===== src/sv/xcr_pkg.sv =====
`default_nettype none
// ---------------------------------------------------------------------------
// xcr_pkg: shared definitions for the XMODEM-CRC receiver
// Widths, protocol characters, command and status codes, the queued word
// type and the CRC-16 byte update.
// ---------------------------------------------------------------------------
package xcr_pkg;

   // Field widths of the request and response words.
   localparam int CMD_W     = 2;
   localparam int BYTE_W    = 8;
   localparam int ADDR_W    = 32;
   localparam int STATUS_W  = 3;
   localparam int REQ_TDATA_W = 8;
   localparam int REQ_TUSER_W = CMD_W;
   localparam int RSP_BITS  = BYTE_W + ADDR_W + BYTE_W + STATUS_W;
   localparam int RSP_TDATA_W = ((RSP_BITS + 7) / 8) * 8;
   localparam int RSP_TUSER_W = 2;

   // Configuration port.
   localparam int CSR_IDX_W  = 2;
   localparam int CSR_DATA_W = 32;
   localparam int TICK_W     = 32;
   localparam int RETRY_W    = 4;

   // Packet geometry.
   localparam int DATA_BYTES = 128;
   localparam int IDX_W      = $clog2(DATA_BYTES + 1);
   localparam int CRC_W      = 16;
   localparam logic [CRC_W-1:0] CRC_POLY = 16'h1021;

   // Queue between front and engine (depth is a power of two).
   localparam int QUEUE_DEPTH = 2;
   localparam int QPTR_W      = $clog2(QUEUE_DEPTH);
   localparam int QCNT_W      = $clog2(QUEUE_DEPTH + 1);

   // Reset values of the configuration registers.
   localparam logic [ADDR_W-1:0]  TARGET_BASE_RST   = '0;
   localparam logic [TICK_W-1:0]  READ_TIMEOUT_RST  = 32'd3000;
   localparam logic [TICK_W-1:0]  START_TIMEOUT_RST = 32'd3000;
   localparam logic [RETRY_W-1:0] MAX_RETRIES_RST   = 4'd4;

   // Register indexes.
   localparam logic [CSR_IDX_W-1:0] REG_TARGET_BASE   = 2'd0;
   localparam logic [CSR_IDX_W-1:0] REG_READ_TIMEOUT  = 2'd1;
   localparam logic [CSR_IDX_W-1:0] REG_START_TIMEOUT = 2'd2;
   localparam logic [CSR_IDX_W-1:0] REG_MAX_RETRIES   = 2'd3;

   // Command codes on req_tuser.
   localparam logic [CMD_W-1:0] CMD_BEGIN = 2'd0;
   localparam logic [CMD_W-1:0] CMD_BYTE  = 2'd1;
   localparam logic [CMD_W-1:0] CMD_TICK  = 2'd2;

   // Protocol characters.
   localparam logic [BYTE_W-1:0] CH_SOH   = 8'h01;
   localparam logic [BYTE_W-1:0] CH_EOT   = 8'h04;
   localparam logic [BYTE_W-1:0] CH_ACK   = 8'h06;
   localparam logic [BYTE_W-1:0] CH_NAK   = 8'h15;
   localparam logic [BYTE_W-1:0] CH_START = 8'h43;
   localparam logic [BYTE_W-1:0] CMPL_OK  = 8'hFF;

   // End codes.
   typedef enum logic [STATUS_W-1:0] {
      ST_BUSY    = 3'd0,
      ST_OK      = 3'd1,
      ST_NOTHING = 3'd2,
      ST_HEADER  = 3'd3,
      ST_NUMBER  = 3'd4,
      ST_DUP     = 3'd5,
      ST_CRC     = 3'd6
   } status_type;

   // Kind of a queued word, decided by the front.
   typedef enum logic [1:0] {
      KIND_BEGIN = 2'd0,
      KIND_BYTE  = 2'd1,
      KIND_TICK  = 2'd2,
      KIND_NONE  = 2'd3
   } kind_type;

   typedef struct packed {
      kind_type          kind;
      logic [BYTE_W-1:0] data;
   } item_type;

   // Receiver phases.
   typedef enum logic [7:0] {
      PH_IDLE  = 8'b0000_0001,
      PH_START = 8'b0000_0010,
      PH_HEAD  = 8'b0000_0100,
      PH_NUM   = 8'b0000_1000,
      PH_CMPL  = 8'b0001_0000,
      PH_DATA  = 8'b0010_0000,
      PH_CRCH  = 8'b0100_0000,
      PH_CRCL  = 8'b1000_0000
   } phase_type;

   // CRC-16 update with one data byte, MSB first.
   function automatic logic [CRC_W-1:0] crc_step(input logic [CRC_W-1:0] crc,
                                                 input logic [BYTE_W-1:0] b);
      logic [CRC_W-1:0] c;
      c = crc ^ {b, 8'h00};
      for (int k = 0; k < 8; k++) begin
         c = c[CRC_W-1] ? ((c << 1) ^ CRC_POLY) : (c << 1);
      end
      return c;
   endfunction

endpackage
`default_nettype wire


===== src/sv/xmodem_crc_receiver.sv =====
`default_nettype none
// ---------------------------------------------------------------------------
// xmodem_crc_receiver: XMODEM-CRC receiver
// Front intake with a two-word queue feeding the protocol engine.
// ---------------------------------------------------------------------------
// Every request word (begin, received byte, timer tick or unused command)
// yields exactly one response word. The block sustains one word per clock
// cycle while the response side is not stalled; a request word is held in
// the two-entry intake queue and then in the response register, and the
// engine updates the CRC and all packet checks for one byte ahead of the
// response register. A stalled response side fills the queue and then drops
// req_tready. Data bytes leave as write words on the response side; there is
// no memory or clearing pass inside. Configuration must be written while the
// receiver is idle; the block itself does not enforce this.
module xmodem_crc_receiver (
   input  logic                             clock,
   input  logic                             reset,
   input  logic                             csr_we,
   input  logic [xcr_pkg::CSR_IDX_W-1:0]    csr_index,
   input  logic [xcr_pkg::CSR_DATA_W-1:0]   csr_wdata,
   input  logic                             req_tvalid,
   output logic                             req_tready,
   input  logic [xcr_pkg::REQ_TDATA_W-1:0]  req_tdata,   // rx_byte
   input  logic [xcr_pkg::REQ_TUSER_W-1:0]  req_tuser,   // cmd
   output logic                             rsp_tvalid,
   input  logic                             rsp_tready,
   output logic [xcr_pkg::RSP_TDATA_W-1:0]  rsp_tdata,   // tx_byte, wr_addr, wr_data, status
   output logic [xcr_pkg::RSP_TUSER_W-1:0]  rsp_tuser,   // tx_valid, wr_valid
   output logic                             rsp_tlast    // done_res
);
   import xcr_pkg::*;

   logic     head_valid;
   item_type head_item;
   logic     head_pop;

   // Intake and queue.
   xcr_front u_front (
      .clock      (clock),
      .reset      (reset),
      .req_tvalid (req_tvalid),
      .req_tready (req_tready),
      .req_tdata  (req_tdata),
      .req_tuser  (req_tuser),
      .head_valid (head_valid),
      .head_item  (head_item),
      .head_pop   (head_pop)
   );

   // Protocol engine.
   xcr_engine u_engine (
      .clock      (clock),
      .reset      (reset),
      .csr_we     (csr_we),
      .csr_index  (csr_index),
      .csr_wdata  (csr_wdata),
      .head_valid (head_valid),
      .head_item  (head_item),
      .head_pop   (head_pop),
      .rsp_tvalid (rsp_tvalid),
      .rsp_tready (rsp_tready),
      .rsp_tdata  (rsp_tdata),
      .rsp_tuser  (rsp_tuser),
      .rsp_tlast  (rsp_tlast)
   );

endmodule
`default_nettype wire


===== src/sv/xcr_front.sv =====
`default_nettype none
// ---------------------------------------------------------------------------
// xcr_front: request intake
// Classifies each request word by its command and holds it in a short
// queue until the engine takes it.
// ---------------------------------------------------------------------------
module xcr_front (
   input  logic                             clock,
   input  logic                             reset,
   input  logic                             req_tvalid,
   output logic                             req_tready,
   input  logic [xcr_pkg::REQ_TDATA_W-1:0]  req_tdata,   // rx_byte
   input  logic [xcr_pkg::REQ_TUSER_W-1:0]  req_tuser,   // cmd
   output logic                             head_valid,
   output xcr_pkg::item_type                head_item,
   input  logic                             head_pop
);
   import xcr_pkg::*;

   item_type          queue_ff [QUEUE_DEPTH];
   logic [QPTR_W-1:0] wr_ptr_ff, wr_ptr_in;
   logic [QPTR_W-1:0] rd_ptr_ff, rd_ptr_in;
   logic [QCNT_W-1:0] count_ff, count_in;
   item_type          new_item;
   logic              push;
   logic              pop;

   // Decode the command into the kind of word.
   always_comb begin
      new_item.data = req_tdata;
      unique case (req_tuser)
         CMD_BEGIN: new_item.kind = KIND_BEGIN;
         CMD_BYTE:  new_item.kind = KIND_BYTE;
         CMD_TICK:  new_item.kind = KIND_TICK;
         default:   new_item.kind = KIND_NONE;
      endcase
   end

   assign req_tready = (count_ff != QCNT_W'(QUEUE_DEPTH));
   assign push       = req_tvalid && req_tready;
   assign head_valid = (count_ff != '0);
   assign pop        = head_pop && head_valid;
   assign head_item  = queue_ff[rd_ptr_ff];

   // Queue pointers and fill count.
   always_comb begin
      wr_ptr_in = push ? wr_ptr_ff + 1'b1 : wr_ptr_ff;
      rd_ptr_in = pop ? rd_ptr_ff + 1'b1 : rd_ptr_ff;
      count_in  = count_ff;
      if (push && !pop) begin
         count_in = count_ff + 1'b1;
      end else if (pop && !push) begin
         count_in = count_ff - 1'b1;
      end
   end

   always_ff @(posedge clock) begin
      if (reset) begin
         wr_ptr_ff <= '0;
         rd_ptr_ff <= '0;
         count_ff  <= '0;
      end else begin
         wr_ptr_ff <= wr_ptr_in;
         rd_ptr_ff <= rd_ptr_in;
         count_ff  <= count_in;
      end
   end

   // Queue storage.
   always_ff @(posedge clock) begin
      if (push) begin
         queue_ff[wr_ptr_ff] <= new_item;
      end
   end

endmodule
`default_nettype wire


===== src/sv/xcr_engine.sv =====
`default_nettype none
// ---------------------------------------------------------------------------
// xcr_engine: protocol engine
// Holds the configuration registers, runs the XMODEM-CRC receive state machine
// one queued word per cycle unless the response side stalls, and drives the response register.
// ---------------------------------------------------------------------------
module xcr_engine (
   input  logic                             clock,
   input  logic                             reset,
   input  logic                             csr_we,
   input  logic [xcr_pkg::CSR_IDX_W-1:0]    csr_index,
   input  logic [xcr_pkg::CSR_DATA_W-1:0]   csr_wdata,
   input  logic                             head_valid,
   input  xcr_pkg::item_type                head_item,
   output logic                             head_pop,
   output logic                             rsp_tvalid,
   input  logic                             rsp_tready,
   output logic [xcr_pkg::RSP_TDATA_W-1:0]  rsp_tdata,   // tx_byte, wr_addr, wr_data, status
   output logic [xcr_pkg::RSP_TUSER_W-1:0]  rsp_tuser,   // tx_valid, wr_valid
   output logic                             rsp_tlast    // done_res
);
   import xcr_pkg::*;

   // Configuration registers.
   logic [ADDR_W-1:0]  target_base_ff;
   logic [TICK_W-1:0]  read_timeout_ff;
   logic [TICK_W-1:0]  start_timeout_ff;
   logic [RETRY_W-1:0] max_retries_ff;

   // Receiver state.
   phase_type          phase_ff, phase_in;
   logic [IDX_W-1:0]   byte_index_ff, byte_index_in;
   logic [BYTE_W-1:0]  expected_ff, expected_in;
   logic [BYTE_W-1:0]  rx_num_ff, rx_num_in;
   logic [BYTE_W-1:0]  rx_cmpl_ff, rx_cmpl_in;
   logic [CRC_W-1:0]   crc_ff, crc_in;
   logic [BYTE_W-1:0]  crc_msb_ff, crc_msb_in;
   logic               first_ack_ff, first_ack_in;
   logic [RETRY_W-1:0] retries_ff, retries_in;
   logic [TICK_W-1:0]  tick_ff, tick_in;
   logic [ADDR_W-1:0]  wptr_ff, wptr_in;
   logic [ADDR_W-1:0]  pstart_ff, pstart_in;

   // Response register.
   logic                   rsp_valid_ff;
   logic [RSP_TDATA_W-1:0] rsp_data_ff;
   logic [RSP_TUSER_W-1:0] rsp_user_ff;
   logic                   rsp_last_ff;

   // Result of the current word.
   logic               res_tx_valid;
   logic [BYTE_W-1:0]  res_tx_byte;
   logic               res_wr_valid;
   logic [ADDR_W-1:0]  res_wr_addr;
   logic [BYTE_W-1:0]  res_wr_data;
   logic               res_done;
   status_type         res_status;

   logic               take;
   logic               fin;
   status_type         fin_code;
   logic [RETRY_W-1:0] retry_load;
   logic [TICK_W-1:0]  tick_sat;
   logic [CRC_W-1:0]   got_crc;

   assign take       = head_valid && (!rsp_valid_ff || rsp_tready);
   assign head_pop   = take;
   assign retry_load = (max_retries_ff == '0) ? RETRY_W'(1) : max_retries_ff;
   assign tick_sat   = (tick_ff == '1) ? tick_ff : tick_ff + 1'b1;
   assign got_crc    = {crc_msb_ff, head_item.data};

   // Configuration writes.
   always_ff @(posedge clock) begin
      if (reset) begin
         target_base_ff   <= TARGET_BASE_RST;
         read_timeout_ff  <= READ_TIMEOUT_RST;
         start_timeout_ff <= START_TIMEOUT_RST;
         max_retries_ff   <= MAX_RETRIES_RST;
      end else if (csr_we) begin
         unique case (csr_index)
            REG_TARGET_BASE:   target_base_ff   <= csr_wdata[ADDR_W-1:0];
            REG_READ_TIMEOUT:  read_timeout_ff  <= csr_wdata[TICK_W-1:0];
            REG_START_TIMEOUT: start_timeout_ff <= csr_wdata[TICK_W-1:0];
            REG_MAX_RETRIES:   max_retries_ff   <= csr_wdata[RETRY_W-1:0];
            default: ;
         endcase
      end
   end

   // Next state and result of the word at the queue head.
   always_comb begin
      phase_in      = phase_ff;
      byte_index_in = byte_index_ff;
      expected_in   = expected_ff;
      rx_num_in     = rx_num_ff;
      rx_cmpl_in    = rx_cmpl_ff;
      crc_in        = crc_ff;
      crc_msb_in    = crc_msb_ff;
      first_ack_in  = first_ack_ff;
      retries_in    = retries_ff;
      tick_in       = tick_ff;
      wptr_in       = wptr_ff;
      pstart_in     = pstart_ff;
      res_tx_valid  = 1'b0;
      res_tx_byte   = '0;
      res_wr_valid  = 1'b0;
      res_wr_addr   = '0;
      res_wr_data   = '0;
      res_done      = 1'b0;
      res_status    = ST_BUSY;
      fin           = 1'b0;
      fin_code      = ST_BUSY;

      unique case (head_item.kind)
         KIND_BEGIN: begin
            phase_in      = PH_START;
            expected_in   = BYTE_W'(1);
            first_ack_in  = 1'b0;
            tick_in       = '0;
            byte_index_in = '0;
            retries_in    = retry_load;
            wptr_in       = target_base_ff;
            pstart_in     = target_base_ff;
            res_tx_valid  = 1'b1;
            res_tx_byte   = CH_START;
         end
         KIND_BYTE: begin
            if (phase_ff != PH_IDLE) begin
               tick_in = '0;
               unique case (phase_ff) inside
                  PH_START, PH_HEAD: begin
                     // A byte during the start wait is the first header byte.
                     if (phase_ff == PH_START) begin
                        retries_in = retry_load;
                     end
                     if (head_item.data == CH_SOH) begin
                        phase_in = PH_NUM;
                     end else if (head_item.data == CH_EOT) begin
                        res_tx_valid = 1'b1;
                        res_tx_byte  = CH_ACK;
                        phase_in     = PH_IDLE;
                        res_done     = 1'b1;
                        res_status   = ST_OK;
                     end else begin
                        fin      = 1'b1;
                        fin_code = ST_HEADER;
                     end
                  end
                  PH_NUM: begin
                     rx_num_in = head_item.data;
                     phase_in  = PH_CMPL;
                  end
                  PH_CMPL: begin
                     rx_cmpl_in    = head_item.data;
                     crc_in        = '0;
                     byte_index_in = '0;
                     phase_in      = PH_DATA;
                  end
                  PH_DATA: begin
                     res_wr_valid  = 1'b1;
                     res_wr_addr   = wptr_ff;
                     res_wr_data   = head_item.data;
                     wptr_in       = wptr_ff + 1'b1;
                     crc_in        = crc_step(crc_ff, head_item.data);
                     byte_index_in = byte_index_ff + 1'b1;
                     if (byte_index_in >= IDX_W'(DATA_BYTES)) begin
                        phase_in = PH_CRCH;
                     end
                  end
                  PH_CRCH: begin
                     crc_msb_in = head_item.data;
                     phase_in   = PH_CRCL;
                  end
                  PH_CRCL: begin
                     // Checks in order: complement, duplicate, number, CRC.
                     fin = 1'b1;
                     if ((rx_num_ff ^ rx_cmpl_ff) != CMPL_OK) begin
                        fin_code = ST_NUMBER;
                     end else if (rx_num_ff == expected_ff - 1'b1) begin
                        fin_code = ST_DUP;
                     end else if (rx_num_ff != expected_ff) begin
                        fin_code = ST_NUMBER;
                     end else if (got_crc != crc_ff) begin
                        fin_code = ST_CRC;
                     end else begin
                        fin_code = ST_OK;
                     end
                  end
                  default: ;
               endcase
            end
         end
         KIND_TICK: begin
            if (phase_ff != PH_IDLE) begin
               tick_in = tick_sat;
               if (phase_ff == PH_START) begin
                  if (tick_sat >= start_timeout_ff) begin
                     res_tx_valid = 1'b1;
                     res_tx_byte  = CH_START;
                     tick_in      = '0;
                  end
               end else if (tick_sat >= read_timeout_ff) begin
                  fin      = 1'b1;
                  fin_code = ST_NOTHING;
               end
            end
         end
         default: ;
      endcase

      // End of a packet attempt, good or bad.
      if (fin) begin
         tick_in       = '0;
         byte_index_in = '0;
         phase_in      = PH_HEAD;
         if (fin_code == ST_OK) begin
            res_tx_valid = 1'b1;
            res_tx_byte  = CH_ACK;
            first_ack_in = 1'b1;
            expected_in  = expected_ff + 1'b1;
            retries_in   = retry_load;
            pstart_in    = wptr_ff;
         end else begin
            if (fin_code == ST_DUP) begin
               res_tx_valid = 1'b1;
               res_tx_byte  = CH_ACK;
            end else if (first_ack_ff) begin
               res_tx_valid = 1'b1;
               res_tx_byte  = CH_NAK;
            end
            // Rewind to the start of the failed packet.
            wptr_in = pstart_ff;
            if (retries_in <= RETRY_W'(1)) begin
               retries_in = '0;
               phase_in   = PH_IDLE;
               res_done   = 1'b1;
               res_status = fin_code;
            end else begin
               retries_in = retries_in - 1'b1;
            end
         end
      end
   end

   // Control state.
   always_ff @(posedge clock) begin
      if (reset) begin
         phase_ff      <= PH_IDLE;
         byte_index_ff <= '0;
         expected_ff   <= BYTE_W'(1);
         rx_num_ff     <= '0;
         rx_cmpl_ff    <= '0;
         crc_ff        <= '0;
         crc_msb_ff    <= '0;
         first_ack_ff  <= 1'b0;
         retries_ff    <= '0;
         tick_ff       <= '0;
         wptr_ff       <= '0;
         pstart_ff     <= '0;
         rsp_valid_ff  <= 1'b0;
      end else begin
         if (take) begin
            phase_ff      <= phase_in;
            byte_index_ff <= byte_index_in;
            expected_ff   <= expected_in;
            rx_num_ff     <= rx_num_in;
            rx_cmpl_ff    <= rx_cmpl_in;
            crc_ff        <= crc_in;
            crc_msb_ff    <= crc_msb_in;
            first_ack_ff  <= first_ack_in;
            retries_ff    <= retries_in;
            tick_ff       <= tick_in;
            wptr_ff       <= wptr_in;
            pstart_ff     <= pstart_in;
         end
         if (take) begin
            rsp_valid_ff <= 1'b1;
         end else if (rsp_tready) begin
            rsp_valid_ff <= 1'b0;
         end
      end
   end

   // Response payload.
   always_ff @(posedge clock) begin
      if (take) begin
         rsp_data_ff <= RSP_TDATA_W'({res_status, res_wr_data, res_wr_addr, res_tx_byte});
         rsp_user_ff <= {res_wr_valid, res_tx_valid};
         rsp_last_ff <= res_done;
      end
   end

   assign rsp_tvalid = rsp_valid_ff;
   assign rsp_tdata  = rsp_data_ff;
   assign rsp_tuser  = rsp_user_ff;
   assign rsp_tlast  = rsp_last_ff;

endmodule
`default_nettype wire


===== config.mk =====
export PLATFORM = sky130hd
export DESIGN_NAME = xmodem_crc_receiver
export DESIGN_NICKNAME = d
export VERILOG_FILES = /design/src/sv/xcr_pkg.sv /design/src/sv/xmodem_crc_receiver.sv /design/src/sv/xcr_front.sv /design/src/sv/xcr_engine.sv
export SDC_FILE = /design/constraint.sdc
export NUM_CORES = 1
export LEC_CHECK = 0
export BUFFER_PORTS_ARGS = -buffer_cell sky130_fd_sc_hd__clkbuf_2
export CAP_MARGIN = 20
export CELL_PAD_IN_SITES_DETAIL_PLACEMENT = 0
export CELL_PAD_IN_SITES_GLOBAL_PLACEMENT = 2
export CORE_MARGIN = 1
export CORE_UTILIZATION = 41
export CTS_BUF_LIST = sky130_fd_sc_hd__clkbuf_16
export CTS_CLUSTER_DIAMETER = 100
export CTS_CLUSTER_SIZE = 8
export DETAILED_ROUTE_END_ITERATION = 7
export PLACE_DENSITY = 0.93
export SYNTH_ARGS = -nofsm -noshare
export SYNTH_HDL_FRONTEND = slang
export SYNTH_SLANG_ARGS = --single-unit

===== constraint.sdc =====
create_clock -name clock -period 14.3 [get_ports clock]
set_input_delay 0.715 -clock clock [delete_from_list [all_inputs] [get_ports clock]]
set_output_delay 0.715 -clock clock [all_outputs]
set_load 0.02 [all_outputs]

---- Yosys cells after proc, flatten, opt, wreduce, memory -nomap -nowiden ----
Memory sizes are Yosys's and may differ from the RTL's. A register that Yosys moved wholly into a read port is not among the register bits.
Cells that the tools add are included.
word-level totals
  register bits ........................... 324
  bits in writable memories ............... 20
  output and inout bits ................... 61
  word-level logic and storage cells ...... 231
  memories kept ........................... 1
memory list
  name              words  bits a word  read ports  clocked after memory_dff  wr ports  line             source
  u_front.queue_ff  2      10           1           1                         1         xcr_front.sv:20  item_type queue_ff [QUEUE_DEPTH];
cells by class
  add/subtract/negate cells ............... 10
  magnitude comparators ................... 4
  eq/ne operators ......................... 31
  multiplexer cells ....................... 117
  bitwise logic cells ..................... 10
  reductions and logical operators ........ 33
operators with widths
  cell                   number
  $mux 32                13
  $mux 8                 20
  $mux 13                8
  $pmux 32 s3            1
  $add 32x1->32 const B  2
  $ge 32x32->1           2
  $pmux 32 s2            1
  $mux 3                 17
  $pmux 8 s2             3
  $pmux 8 s5             1
  $eq 32x32->1 const B   1
  $mux 1                 32
  $pmux 16 s2            1
  $mux 4                 7
  $not 3->3              8
  $pmux 8 s3             1
  $reduce_and 4->1       6
  $add 8x1->8 const B    2
  $eq 8x3->1 const B     2
  $ne 16x16->1           1
  $xor 16x16->16         1
  $pmux 3 s2             2
  $reduce_and 2->1       5
  $eq 2x2->1 const B     4
  45 further kinds       64

---- Logic depth before layout (Yosys ltp) ----
  depth in word-level cells ............... 18
  gate-level depth with buffers ........... 21

---- Hierarchy ----
From an unflattened synthesis, not the netlist that was laid out.
second synthesis, totals
  cell total of the unflattened synthesis .. 2135
  area total of the unflattened synthesis .. 18043.6 µm²
by module, submodules not included
  module      instances  cells each  area each (µm²)
  xcr_engine  1          2078        17087.6
  xcr_front   1          57          955.9

---- Worst setup path before layout ----
Ideal clock, no wire load.
  kind .................................... register to register
  start ................................... register u_engine.tick_ff[3]
  end ..................................... register u_engine.pstart_ff[30]
  data arrival time ....................... 4.718 ns
  data required time ...................... 14.083 ns
  slack ................................... 9.365 ns
  cell stages (with the launch flop) ...... 20
  period minus slack after synthesis ...... 4.935 ns
  cells stage by stage .................... dfxtp_1 and4_1 nand4_1 or2_2 nor4_1 a21oi_1 and3_1 xor2_1 ha_1 a21oi_1 o21ai_1 a221o_1 or2_2 a2111oi_2 nor3_2 and3_1 buf_4 o21ai_2 buf_6 a221oi_2
between the ends
  longest elaborated chain between the ends .. 10
  elaborated cells on any way between the ends .. 15
ends and longest elaborated chain
  element                                        line               source
  start, declared                                xcr_engine.sv:40   logic [TICK_W-1:0] tick_ff, tick_in;
  start signal, assigned                         xcr_engine.sv:272  tick_ff <= tick_in;
  $add 32x1->32 or $eq 32x32->1 (tied branches)  xcr_engine.sv:69   assign tick_sat = (tick_ff == '1) ? tick_ff : tick_ff + 1'b1;
  $mux 32 (*)                                    xcr_engine.sv:69
  $ge 32x32->1 (*)                               xcr_engine.sv:202  end else if (tick_sat >= read_timeout_ff) begin
  $mux 2                                         xcr_engine.sv:202
  $mux 3                                         xcr_engine.sv:196  if (phase_ff == PH_START) begin
  $mux 3                                         xcr_engine.sv:194  if (phase_ff != PH_IDLE) begin
  $pmux 3 s2                                     xcr_engine.sv:114  unique case (head_item.kind)
  $eq 3x1->1                                     xcr_engine.sv:216  if (fin_code == ST_OK) begin
  $mux 32                                        xcr_engine.sv:216
  $mux 32 (*)                                    xcr_engine.sv:212  if (fin) begin
  end signal, assigned                           xcr_engine.sv:274  pstart_ff <= pstart_in;
  end, declared                                  xcr_engine.sv:42   logic [ADDR_W-1:0] pstart_ff, pstart_in;
Mark *: on every way between the ends. The rest lies on a longest branch, timed or not.
A chain may end at the register's enable or synchronous reset.

---- Worst setup path after layout ----
  start ................................... register u_engine.tick_ff[3]
  end ..................................... register u_engine.expected_ff[2]
between the ends
  longest elaborated chain between the ends .. 10
  elaborated cells on any way between the ends .. 15
ends and longest elaborated chain
  element                                        line               source
  $add 32x1->32 or $eq 32x32->1 (tied branches)  xcr_engine.sv:69
  $mux 32 (*)                                    xcr_engine.sv:69
  $ge 32x32->1 (*)                               xcr_engine.sv:202
  $mux 2                                         xcr_engine.sv:202
  $mux 3                                         xcr_engine.sv:196
  $mux 3                                         xcr_engine.sv:194
  $pmux 3 s2                                     xcr_engine.sv:114
  $eq 3x1->1                                     xcr_engine.sv:216
  $mux 8                                         xcr_engine.sv:216
  $mux 8 (*)                                     xcr_engine.sv:212
  end signal, assigned                           xcr_engine.sv:265  expected_ff <= expected_in;
  end, declared                                  xcr_engine.sv:33   logic [BYTE_W-1:0] expected_ff, expected_in;
Marks and branches as above.

==> key figures <==
Placement
  • Port bufs: roughly 100
  • GPL Wtd Cong: 0.871
  • Dpl hpwl: approximately 35 mm
  • Worst slack, placed: 8.37 ns
  • Placed insts: between 2,000 and 3,000

Worst setup path
  • CP Launch Point: u_engine.tick_ff[3]
  • Worst Setup Start Kind: flip-flop
  • WP buf/inv: 1
  • CP endpoint kind: flip-flop
  • Worst-path cell chain: and4_1 > nand4_1 > or2_2 > nor3_2 > nand3_1 > nor2_1 > xnor2_1 > ha_1 > nand4_1 > nor4_1 > nor3b_1 > a2111oi_2 > buf_4 > nor4_2 > nand3_1 > or3b_1 > a31oi_1
  • Worst-case reg-to-reg path depth: 17
  • Slowest CP cell: nor3b_1
  • Critical path depth: 17
  • Critical path type: reg2reg
  • Critical path capture point: u_engine.expected_ff[2]
  • Crit path arrival time: 6.42 ns
  • Top fanout value on the critical path: 16
  • FF-to-FF End: u_engine.expected_ff[2]
  • Worst EP required: 14.78 ns
  • Delay-heaviest family, CP: simple AND/OR/NAND/NOR gates
  • FF-to-FF Start: u_engine.tick_ff[3]
  • R2R Setup Slk: 8.36 ns
  • Worst path max stage delay: about 0.59 ns

Routing
  • Vias: 15,300
  • Post-DRT Antenna Nets: 0
  • Drt drc: 0
  • Drt wl/cell: roughly 18 um
  • First-pass detailed-route iteration total: 5
  • Drt initial violations: 1,130
  • Vias per cell: 5.51
  • Detailed Route WL: ~50 mm

Timing
  • Headroom to the max-slew limit: 0.325
  • Setup ws final: 8.36 ns
  • Final Cycle Share: 0.415
  • Layout Skew: 0.0174 ns
  • Min Tclk post-route: 5.94 ns
  • Final Setup Violations: 0
  • Slew @ Worst Pin: 1.01 ns
  • Setup TNS Final: 0 ns
  • F_max: 0.168 GHz
  • Slew Limit Fails: 0
  • Final Hold Viols: 0
  • RSZ-0062 raised after global routing: no
  • Min Hold Slack: approximately 0.34 ns

CTS
  • Later-pin clock latency in the skew report: around 0.57 ns
  • Hold Buf Count CTS: 0
  • Post-CTS setup buffers: 0
  • Clock transition at the registers of the reported paths: 0.05 ns
  • Post-CTS resize count: 0
  • H-tree depth: 2
  • Bufs on Longest Clock Path: 3
  • Clock sink count: 342
  • Total CTS buffers: 48
  • Root Driver: clkbuf_16
  • CTS tree: built

Pwr
  • Pwr/cell area: ~150 nW/um^2
  • P_int: just under 0.002 W
  • Pleak: 8.08 nW
  • Max rail drop VDD: between 0.00009 and 0.0001 V
  • Logic pwr share: 0.276
  • Sequential share of power: 0.391
  • Sw Share: 0.351
  • Switch Pwr: roughly 0.0011 W
  • Clk pwr share: 0.333

Yosys
  • Synth Warn #: 0
  • Syn avg cell area: 8.65 sq um
  • Top FF cell, synth: dfxtp_1
  • Synth Cell Area: 18,400 sq um
  • Post-synthesis sequential area ratio: 0.410
  • Synthesized instance count: around 2,100
  • EDFF count, synth: 71
  • #FFs+latches synth: about 340
  • Synth unique cells: 89
  • Async SR Flop Fraction: 0

Floorplan
  • Die X: 214 um
  • Die footprint: 45,800 sq um
  • Rows: between 70 and 80
  • Ports: 110
  • Initial core utilization: 0.416
  • Core region area: between 40,000 and 50,000 sq um
  • DIE HEIGHT: 214 um

Outcome
  • Status: complete, no violations

Layout
  • Layout cells sized above 1: 0.110
  • Area grow syn2layout: 11.9%
  • Commonest non-fill, non-tap cell in the layout: nand2_1
  • Fin nets: around 2,300
  • Fin util: 0.466
  • Most frequent cells in the layout: nand2_1, dfxtp_1, a21oi_1
  • Post-route insts no fill: 2,784
  • Total of fill cells in the finished design: 4,344

Global route
  • Grt met1 use: 0.309
  • Top Usage Layer GRT: met2
  • Initial antenna violation count: 1
  • GR Util All Layers: 0.221
  • Vias in the first global route: ~15,000
  • Met3 usage: 0.0331
  • Largest net degree at the start of global routing: 106
  • Grt ovf: 0
  • First-pass GRT wire length: 81.6 mm
  • Grt met2 use: 0.348

Hold path
  • HP Class: in2reg

Flow run
  • Max-Cap Viols: 0
==> kinds of logic after synthesis <==
family,synth area share
AOI/OAI and AO/OA,0.184
xor gates and xnor gates,0.0495
adders and majority gates,0.0516
buffers and inverters,0.0583
DFF,0.410
muxes,0.0294
other,0.000204
and+or+nand+nor,0.216
==> worst register-to-register path: cells and delay by family (launching register included) <==
kind | cells | cell delay (ns)
adder cells (fa/ha/maj) | 1 | 0.30
AO/OA/AOI/OAI | 2 | 0.32
XOR/XNOR | 1 | 0.12
AND/OR/NAND/NOR | 12 | 4.51
buffers and inverters | 1 | 0.20
flip-flops | 1 | 0.42
==> power by group through the flow <==
stage | logic, W | registers, W | clock network (W)
global placement | 0.000832 | 0.00121 | 0
finish | 0.000841 | 0.00119 | 0.00101
floorplan | 0.000547 | 0.00125 | 0
CTS | 0.000845 | 0.00119 | 0.00104
detailed placement | 0.000840 | 0.00121 | 0
global route | 0.000916 | 0.00120 | 0.00108
==> flip-flops by register name, summed over array words and instances, names as in the netlist, 16 cells and up, named ones only <==
| name | flops |
|---|---|
| u_engine.crc_ff | 16 |
| u_engine.pstart_ff | 32 |
| u_engine.read_timeout_ff | 32 |
| u_engine.rsp_tdata | 48 |
| u_engine.start_timeout_ff | 32 |
| u_engine.target_base_ff | 32 |
| u_engine.tick_ff | 32 |
| u_engine.wptr_ff | 32 |
| u_front.queue_ff | 20 |
==> cell usage after synthesis (all sizes together), types with 34 or more instances <==
cell type	instances	share of area
dfxtp	271	0.29
a221oi	41	0.029
nand4	37	0.013
clkbuf	105	0.021
xnor2	70	0.033
nor2	146	0.030
nand3	67	0.018
inv	124	0.025
a21oi	190	0.052
o21ai	50	0.014
xor2	34	0.016
edfxtp	71	0.12
and2	45	0.015
mux2i	53	0.029
nand2b	45	0.015
ha	76	0.052
nand2	312	0.064
==> area by class of cell <==
cell class                 instances  area (sq um)  area share
inverter                         126           475      0.0231
tap                              592           741      0.0360
antenna                            1          2.50    0.000121
sequential                       342          7560       0.367
timing repair buffer             122           672      0.0326
clock inverter                    20          75.1     0.00364
multi-input combinational       1532          9850       0.478
clock buffer                      49          1230      0.0595
==> metal layers <==
metal | up-vias | share of wire
li1 | 7593 | -
met1 | 7319 | 0.48
met4 | 0 | 0.025
met3 | 87 | 0.044
met2 | 350 | 0.45
met5 | - | 0
==> per-stage QoR <==
| stage | instance area [sq um] | total power [W] |
|---|---|---|
| global route | 20600 | 0.00320 |
| global placement | 19300 | 0.00204 |
| CTS | 20600 | 0.00308 |
| detailed placement | 19300 | 0.00205 |
| finish | 20600 | 0.00305 |
| floorplan | 18400 | 0.00180 |
==> worst min-delay path by stage <==
stage                     cells after the start                            end                          start  slack, ns
after floorplan                               2         u_engine.retries_ff[1]         u_engine.retries_ff[1]       0.44
after global placement                        2  u_engine.start_timeout_ff[15]  u_engine.start_timeout_ff[15]       0.44
after detailed placement                      2         u_engine.retries_ff[1]         u_engine.retries_ff[1]       0.45
after CTS                                     1         u_front.queue_ff[0][6]                   req_tdata[6]       0.30
after global routing                          1         u_front.queue_ff[1][7]                   req_tdata[7]       0.32
final                                         1         u_front.queue_ff[1][8]                   req_tuser[0]       0.34
Note: power is estimated with default switching activity, not from simulation.
